==> src/rtl/core/assert_macros.svh <==
// Assertion macros shared by the hash engine RTL.
// Depends on nothing; the including module supplies i_clk and i_rst_n.
`ifndef ASSERT_MACROS_SVH
`define ASSERT_MACROS_SVH

`ifndef SYNTHESIS

`define SHF_ASSERT_SAME(lbl, ante, cons) \
    lbl: assert property (@(posedge i_clk) disable iff (!i_rst_n) (ante) |-> (cons)) \
        else $error("assertion failed in hash engine");

`define SHF_ASSERT_NEXT(lbl, ante, cons) \
    lbl: assert property (@(posedge i_clk) disable iff (!i_rst_n) (ante) |=> (cons)) \
        else $error("assertion failed in hash engine");

`else

`define SHF_ASSERT_SAME(lbl, ante, cons)
`define SHF_ASSERT_NEXT(lbl, ante, cons)

`endif

`endif

==> src/rtl/core/shf_pkg.sv <==
// Types and constants for the streaming 32-bit hash engine.
// Depends on nothing.
package shf_pkg;

    localparam int WORD_W  = 32;
    localparam int COUNT_W = 3;

    localparam int IN_DATA_W  = 72;
    localparam int OUT_DATA_W = 32;

    localparam logic [COUNT_W-1:0] BCNT_NONE  = 3'd0;
    localparam logic [COUNT_W-1:0] BCNT_ONE   = 3'd1;
    localparam logic [COUNT_W-1:0] BCNT_TWO   = 3'd2;
    localparam logic [COUNT_W-1:0] BCNT_THREE = 3'd3;
    localparam logic [COUNT_W-1:0] BCNT_FULL  = 3'd4;
    localparam logic [COUNT_W-1:0] BCNT_MAX   = 3'd7;

    typedef logic [WORD_W-1:0] t_word;

    typedef struct packed {
        t_word               chunk;
        logic [COUNT_W-1:0]  byte_count;
        logic                is_first;
        logic                is_last;
        t_word               message_length;
    } t_beat;

endpackage

==> src/rtl/core/shf_mix.sv <==
// Combinational chunk mix, tail mix and final avalanche of the hash engine.
// Depends on shf_pkg.
module shf_mix (
    input  shf_pkg::t_beat i_beat,
    input  shf_pkg::t_word i_hash,
    output shf_pkg::t_word o_hash
);
    import shf_pkg::*;

    function automatic t_word mix_full(input t_word h, input t_word c);
        t_word hv;
        t_word t;
        hv = h + {16'd0, c[15:0]};
        t  = {5'd0, c[31:16], 11'd0} ^ hv;
        hv = (hv << 16) ^ t;
        hv = hv + (hv >> 11);
        return hv;
    endfunction

    function automatic t_word mix_tail(input t_word h, input t_word c,
                                       input logic [COUNT_W-1:0] n);
        t_word hv;
        hv = h;
        case (n)
            BCNT_THREE: begin
                hv = hv + {16'd0, c[15:0]};
                hv = hv ^ (hv << 16);
                hv = hv ^ {6'd0, c[23:16], 18'd0};
                hv = hv + (hv >> 11);
            end
            BCNT_TWO: begin
                hv = hv + {16'd0, c[15:0]};
                hv = hv ^ (hv << 11);
                hv = hv + (hv >> 17);
            end
            BCNT_ONE: begin
                hv = hv + {24'd0, c[7:0]};
                hv = hv ^ (hv << 10);
                hv = hv + (hv >> 1);
            end
            default: begin
                hv = h;
            end
        endcase
        return hv;
    endfunction

    function automatic t_word avalanche(input t_word h);
        t_word hv;
        hv = h ^ (h << 3);
        hv = hv + (hv >> 5);
        hv = hv ^ (hv << 4);
        hv = hv + (hv >> 17);
        hv = hv ^ (hv << 25);
        hv = hv + (hv >> 6);
        return hv;
    endfunction

    t_word w_seed;
    t_word w_mixed;
    logic  w_empty;

    assign w_seed  = i_beat.is_first ? i_beat.message_length : i_hash;
    assign w_empty = i_beat.is_first && i_beat.is_last && (i_beat.byte_count == BCNT_NONE);

    always_comb begin
        case (i_beat.byte_count) inside
            [BCNT_FULL:BCNT_MAX]: w_mixed = mix_full(w_seed, i_beat.chunk);
            default:              w_mixed = mix_tail(w_seed, i_beat.chunk, i_beat.byte_count);
        endcase
    end

    always_comb begin
        if (w_empty) begin
            o_hash = '0;
        end else if (i_beat.is_last) begin
            o_hash = avalanche(w_mixed);
        end else begin
            o_hash = w_mixed;
        end
    end

endmodule

==> src/rtl/core/superfasthash_engine_unit.sv <==
// Result path: the tlast beat goes through the input register, then the result register.
// Throughput: one beat per cycle unless stalled; the mix and avalanche path between the
// input register and the result register sets the cycle, and the running hash feeds back.
// The input stalls only while a tlast beat waits behind a result that is not taken.
// Reset: synchronous active-low i_rst_n clears both valid flags and the running hash.
// Top level of the streaming hash engine; depends on shf_pkg, shf_mix, assert_macros.svh.
`include "assert_macros.svh"

module superfasthash_engine_unit (
    input  logic                            i_clk,
    input  logic                            i_rst_n,
    input  logic                            i_s_tvalid,
    output logic                            o_s_tready,
    // Bits from low up: chunk[31:0], byte_count[34:32], message_length[66:35], zero.
    input  logic [shf_pkg::IN_DATA_W-1:0]   i_s_tdata,
    // Bit 0: is_first.
    input  logic                            i_s_tuser,
    input  logic                            i_s_tlast,
    output logic                            o_m_tvalid,
    input  logic                            i_m_tready,
    // Bits from low up: hash_value[31:0].
    output logic [shf_pkg::OUT_DATA_W-1:0]  o_m_tdata
);
    import shf_pkg::*;

    logic  r_in_valid;
    t_beat r_in_beat;
    t_word r_hash;
    logic  r_out_valid;
    t_word r_out_hash;

    t_beat w_beat;
    t_word w_next_hash;
    logic  w_stall;
    logic  w_fire;

    assign w_beat.chunk          = i_s_tdata[31:0];
    assign w_beat.byte_count     = i_s_tdata[34:32];
    assign w_beat.message_length = i_s_tdata[66:35];
    assign w_beat.is_first       = i_s_tuser;
    assign w_beat.is_last        = i_s_tlast;

    assign w_stall    = r_in_valid && r_in_beat.is_last && r_out_valid && !i_m_tready;
    assign w_fire     = r_in_valid && !w_stall;
    assign o_s_tready = !w_stall;

    shf_mix u_mix (
        .i_beat (r_in_beat),
        .i_hash (r_hash),
        .o_hash (w_next_hash)
    );

    always_ff @(posedge i_clk) begin
        if (!i_rst_n) begin
            r_in_valid <= 1'b0;
        end else if (!w_stall) begin
            r_in_valid <= i_s_tvalid;
        end
    end

    always_ff @(posedge i_clk) begin
        if (!w_stall && i_s_tvalid) begin
            r_in_beat <= w_beat;
        end
    end

    always_ff @(posedge i_clk) begin
        if (!i_rst_n) begin
            r_hash <= '0;
        end else if (w_fire) begin
            r_hash <= w_next_hash;
        end
    end

    always_ff @(posedge i_clk) begin
        if (!i_rst_n) begin
            r_out_valid <= 1'b0;
        end else if (w_fire && r_in_beat.is_last) begin
            r_out_valid <= 1'b1;
        end else if (i_m_tready) begin
            r_out_valid <= 1'b0;
        end
    end

    always_ff @(posedge i_clk) begin
        if (w_fire && r_in_beat.is_last) begin
            r_out_hash <= w_next_hash;
        end
    end

    assign o_m_tvalid = r_out_valid;
    assign o_m_tdata  = r_out_hash;

    `SHF_ASSERT_NEXT(a_last_gives_result, w_fire && r_in_beat.is_last, r_out_valid)
    `SHF_ASSERT_NEXT(a_result_matches_hash, w_fire && r_in_beat.is_last, r_out_hash == r_hash)
    `SHF_ASSERT_NEXT(a_hash_held_when_idle, !w_fire, $stable(r_hash))
    `SHF_ASSERT_SAME(a_stall_needs_pending, w_stall, r_out_valid && r_in_valid)

endmodule

==> config.mk <==
export PLATFORM = sky130hd
export DESIGN_NAME = superfasthash_engine_unit
export DESIGN_NICKNAME = d
export VERILOG_FILES = /design/src/rtl/core/shf_pkg.sv /design/src/rtl/core/shf_mix.sv /design/src/rtl/core/superfasthash_engine_unit.sv
export VERILOG_INCLUDE_DIRS = /design/src /design/src/rtl/core
export SDC_FILE = /design/constraint.sdc
export NUM_CORES = 1
export LEC_CHECK = 0
export BUFFER_PORTS_ARGS = -buffer_cell sky130_fd_sc_hd__buf_2
export CAP_MARGIN = 20
export CORE_ASPECT_RATIO = 1.75
export CORE_MARGIN = 1
export CORE_UTILIZATION = 35
export DETAILED_ROUTE_END_ITERATION = 8
export GPL_TIMING_DRIVEN = 0
export SLEW_MARGIN = 15
export SYNTH_ARGS = -nofsm -noshare
export SYNTH_HDL_FRONTEND = slang
export SYNTH_HIERARCHICAL = 1
export SYNTH_SLANG_ARGS = --single-unit
==> constraint.sdc <==
create_clock -name i_clk -period 42.3 [get_ports i_clk]
set_input_delay 6.345 -clock i_clk [delete_from_list [all_inputs] [get_ports i_clk]]
set_output_delay 6.345 -clock i_clk [all_outputs]
set_load 0.02 [all_outputs]
# Yosys cells after proc, flatten, opt, wreduce, memory -nomap -nowiden
# Index checks and enable logic that the tools add are counted.
# word_totals
regBits	135
input_bits	78
out_inout_bits	34
elab_cells	52
# classes
addsub	9
magnitude_cmp	2
n_eq_ne	3
n_mux	7
bitwise	9
n_reduce_logical	13
# op_table
cell	count
$xor A32 B32 Y32	7
$mux W32	4
$pmux W32 S3	1
$add A32 B15 Y32	2
$add A32 B21 Y32	2
$add A32 B16 Y32	1
$add A32 B26 Y32	1
$add A32 B27 Y32	1
$add A32 B31 Y32	1
$add A32 B8 Y32	1
$xor A27 B32 Y32	1
$xor A32 B26 Y32	1
$logic_and A1 B1 Y1	9
$eq A3 B2 Y1 const B	2
$eq A3 B1 Y1 const B	1
$ge A3 B3 Y1 const B	1
$le A3 B3 Y1 const B	1
$logic_not A3 Y1	1
$logic_not A1 Y1	2
$mux W1	2
$reduce_bool A2 Y1	1

# Logic depth before layout (Yosys ltp)
# depth
word_depth	15
depth_mapped	78

# Modules after synthesis
# Netlist, hierarchy kept.
# by_module_without_submodules
module	instances	cells_per_inst	area_each_um2	seq_area_each_um2
shf_mix	1	1868	13835.8	0.0
superfasthash_engine_unit	1	251	4414.2	3713.6

# Least setup slack after synthesis
# OpenSTA, ideal clock, no wires.
# synth_timing
kind	register to register
from	register r_in_beat[33] (netlist bit)
to	register r_hash[28]
t_arrival_ns	15.216
required_ns	42.228
setup_slack_ns	27.013
path_stages_with_launch	77
n_path_buf	5
period_less_slack_ns	15.287
path_cell_list	edfxtp_1 > buf_4 > buf_4 > buf_4 > buf_1 > clkbuf_1 > mux2_2 > ha_1 > fa_1 > a21o_1 > a221oi_4 > xnor2_1 > xnor2_1 > and3_1 > or2_2 > ha_1 > inv_1 > fa_1 > [41 not listed] > o21bai_1 > a21oi_1 > o21bai_1 > a21oi_1 > o21bai_1 > a21oi_1 > o21bai_1 > a21oi_1 > o21bai_1 > a21oi_1 > o21bai_1 > a21o_1 > a2111oi_4 > nor2_2 > o21a_1 > o32ai_1 > nand2_1 > mux2i_1
# synth_between
elab_chain_cells	15
# synth_lines
item	line	rtl
start: declaration	superfasthash_engine_unit.sv:27	t_beat r_in_beat;
start signal: assignment	superfasthash_engine_unit.sv:63	r_in_beat <= w_beat;
$mux W32	shf_mix.sv:63	assign w_seed = i_beat.is_first ? i_beat.message_length : i_hash;
$add A32 B16 Y32	shf_mix.sv:13, shf_mix.sv:26, shf_mix.sv:32	
$xor A32 B32 Y32	shf_mix.sv:27	hv = hv ^ (hv << 16);
$xor A32 B26 Y32	shf_mix.sv:28	hv = hv ^ {6'd0, c[23:16], 18'd0};
$add A32 B21 Y32	shf_mix.sv:29	hv = hv + (hv >> 11);
$pmux W32 S3	shf_mix.sv:24	case (n)
$mux W32	shf_mix.sv:67	case (i_beat.byte_count) inside
$xor A32 B32 Y32	shf_mix.sv:50	hv = h ^ (h << 3);
$add A32 B27 Y32	shf_mix.sv:51	hv = hv + (hv >> 5);
$xor A32 B32 Y32	shf_mix.sv:52	hv = hv ^ (hv << 4);
$add A32 B15 Y32	shf_mix.sv:53	hv = hv + (hv >> 17);
$xor A32 B32 Y32	shf_mix.sv:54	hv = hv ^ (hv << 25);
$add A32 B26 Y32	shf_mix.sv:55	hv = hv + (hv >> 6);
$mux W32	shf_mix.sv:76	end else if (i_beat.is_last) begin
$mux W32 (*)	shf_mix.sv:74	if (w_empty) begin
via w_next_hash[28]	superfasthash_engine_unit.sv:33	t_word w_next_hash;
end signal: assignment	superfasthash_engine_unit.sv:71	r_hash <= w_next_hash;
end: declaration	superfasthash_engine_unit.sv:28	t_word r_hash;
# Mark *: on every way through the listed nets, which the timed path passes. The rest lies on a longest branch.
# A chain may end at the register's enable or synchronous reset.

# Worst setup path after layout
# Same ends and word-level chain as after synthesis.

==> Flow_metrics.wiki <==
{| class="wikitable"
! Metric !! Value
|-
| Post-layout utilization of the core || between 30% and 40%
|-
| Starting DRC count in detailed routing || 1200
|-
| Share of async-settable or async-resettable flops after synthesis || 0%
|-
| Portion of the post-synthesis area used by sequential elements || between 20% and 30%
|-
| Number of detailed-route iterations in the first pass || 5
|-
| Area added between synthesis and finish || 12.5%
|-
| Post-synthesis cell type with the largest combined area || edfxtp_1
|-
| Worst Path Max Fanout || 10
|-
| #FFs+latches synth || around 140
|-
| Reg2reg start || r_in_beat[33]
|-
| Worst-skew pair later-pin latency || roughly 460 ps
|-
| Number of post-CTS setup repair buffers || 0
|-
| Post-detail-place hpwl || 69100 µm
|-
| Final antenna-violating net count || 0
|-
| Register area || ~3700 µm²
|-
| Top-Level Pins || roughly 110
|-
| Cell count of the worst reg-to-reg path || 68
|-
| Non-filler cells, final || ~3k
|-
| Final hold violations || 0
|-
| F_max || ~0.05 GHz
|-
| Maximum number of pins on one net before global-route repair || 26
|-
| Htree depth || 4
|-
| Global-route wire length before repair || approximately 120000 µm
|-
| Number of antenna violations at the first check in global routing || 0
|-
| Number of placement rows || 110
|-
| Max-cap check violation count || 0
|-
| Count of nets after finishing || approximately 2.5k
|-
| Die X-Extent || around 170 µm
|-
| RSZ-0062 raised after global routing || no
|-
| Setup slack at placement || ~22000 ps
|-
| Setup Skew || approximately 18 ps
|-
| Sum of routed wire length over all layers || between 80000 and 90000 µm
|-
| CP Launch Type || flop
|-
| Area of the mapped netlist || between 15000 and 20000 µm²
|-
| WHS Path Cells || 2
|-
| Die height || about 300 µm
|-
| Fraction of final layout cells sized beyond drive strength 1 || 11.7%
|-
| Starting Density || 35.5%
|-
| Average routed wire per standard cell || between 20 and 30 µm
|-
| Number of failing setup endpoints in the final timing report || 0
|-
| Average cell area after synthesis || ~8.6 µm²
|-
| Overall routing resource usage || a little under a third
|-
| Antenna Cells || 0
|-
| Top cell types by occurrence after synthesis || xnor2_1 (256), ha_1 (173), nand2_1 (169)
|-
| Worst slew pin tran || 1210 ps
|-
| Post-route fraction of the period consumed by the critical path || just under 50%
|-
| Filler cells || roughly 5.3k
|-
| Post-synth net total || about 2.4k
|-
| Required time at the worst-slack endpoint || around 43000 ps
|-
| Pins over their slew limit || 0
|-
| Most used standard cell by instance count after synthesis || xnor2_1
|-
| Cell count after placement || between 2k and 3k
|-
| Clock tree root buffer cell || clkbuf_16
|-
| Number of distinct library cells after synthesis || roughly 100
|-
| Number of sinks driven by the clock tree || 135
|-
| Floorplan Core Area || 51500 µm²
|-
| Number of synthesized flops with an enable pin || 101
|-
| Most area-consuming cells after synthesis || edfxtp_1 (17%), xnor2_1 (12%), ha_1 (12%)
|-
| Resize count post-CTS || 0
|-
| Most frequent cell on the critical path || a21oi_1
|-
| Global placement routability congestion || roughly 1.1
|-
| Critical path startpoint || r_in_beat[33]
|-
| Final sum of negative setup slack || 0 ps
|-
| Global route overflow || 0
|-
| TritonCTS clock tree || built
|-
| Most instantiated flip-flop cell in the synthesis netlist || edfxtp_1
|-
| Synthesized instance count || roughly 2.1k
|-
| Path class of the lowest-slack min-delay path || reg2reg
|-
| Buffers on Ports || between 100 and 150
|-
| Clock buffer depth || 2
|-
| Number of global-route vias before repair || roughly 18k
|-
| Final critical-path required period || ~20000 ps
|-
| Kind of end point of the critical path || flop
|-
| Worst setup slack after layout || about 22000 ps
|-
| Post-detailed-route via-to-cell ratio || between 5 and 6
|-
| Vias post-DR || 17.3k
|-
| CTS Buf Count || 17
|-
| Status || finished, final reports clean
|-
| Hold_buf cts || 0
|-
| Synth warnings || 6
|-
| Slowest Stage Delay on Critical Path || around 870 ps
|-
| Total DRC errors in the routed layout || 0
|-
| Area fraction of the dominant cell type after synthesis || between 15 and 20%
|-
| Worst endpoint data arrival time || 20740 ps
|-
| Slowest stage cell, crit path || a311oi_1
|-
| Type of the setup path with the least slack || reg2reg
|-
| Overall die area || around 53000 µm²
|-
| Multi-input logic area || 14100 µm²
|-
| CTS clk-pin slew, worst paths || roughly 70 ps
|-
| Max transition margin || a little under a fifth
|-
| Startpoint of the lowest-slack hold path || r_hash[14]
|}
==> final timing paths <==
path,end,slack (ps)
worst max-delay path,r_hash[28],21940
worst max register to register,r_hash[28],21940
worst min register to register,r_hash[14],460
worst min-delay path,r_hash[14],460
==> cell type report <==
cell class	count	area share, %
Inverter	85	1.56
Tap cell	672	4.09
Timing Repair Buffer	123	3.67
Multi-Input combinational cell	1840	68.5
Clock inverter	14	0.640
Buffer	59	1.33
Clock buffer	18	2.14
Sequential cell	135	18.1
==> layout by cell type (no fill, tap or decap), types with 15 or more instances in the layout <==
cell / n
inv_1: 83
nor3_1: 37
nor2_1: 122
ha_1: 173
and2_1: 20
nand2_1: 169
o21bai_1: 37
and3_1: 20
mux2i_1: 57
buf_2: 118
a21o_1: 94
mux2_2: 18
a211oi_1: 17
edfxtp_1: 101
nand4_1: 25
a31oi_1: 18
a22oi_1: 15
nand2b_1: 24
o21ai_0: 82
clkbuf_16: 17
nor2b_1: 24
a21oi_1: 162
xor2_1: 116
nand3_1: 54
o22ai_1: 32
dfxtp_1: 34
clkbuf_1: 36
o21a_1: 26
xnor2_1: 247
==> registers in the layout (all words and copies together) (netlist names) <==
register	count
o_m_tvalid	1
r_in_valid	1
o_m_tdata	32
r_hash	32
r_in_beat	69
==> per-stage QoR <==
stage                     hold WS, ps  cell area, µm²
final                             461           20500
after global routing              466           20500
after CTS                         459           20500
after detailed placement          445           19900
after global placement            440           19600
after floorplan                   432           18300
==> routing by layer <==
metal / track usage (%) / up-vias / routed length (µm)
li1: - / 8088 / -
met1: 27.1 / 8318 / 25700
met4: 29.2 / 0 / 9010
met2: 59.3 / 612 / 44000
met3: 3.91 / 323 / 3210
met5: 0 / - / 0
==> critical path, delay by kind of cell (launching register included) <==
kind | cells | cell delay, ps
compound gates | 40 | 10930
xor+xnor | 7 | 2750
fa+ha+maj | 6 | 2140
buf+inv | 5 | 2110
simple gates | 8 | 1250
mux | 2 | 600
flops | 1 | 460
==> cell families after synthesis <==
family / count (synthesis) / synth area share (%)
compound gates: 622 / 23.3
simple gates: 564 / 15.4
xor+xnor: 396 / 20.6
fa+ha+maj: 181 / 12.7
buf+inv: 144 / 3.25
flops: 135 / 20.3
mux: 77 / 4.37
Power is not shown: default switching activity piles up to over one toggle a cycle in this logic, so the estimate is an artifact.
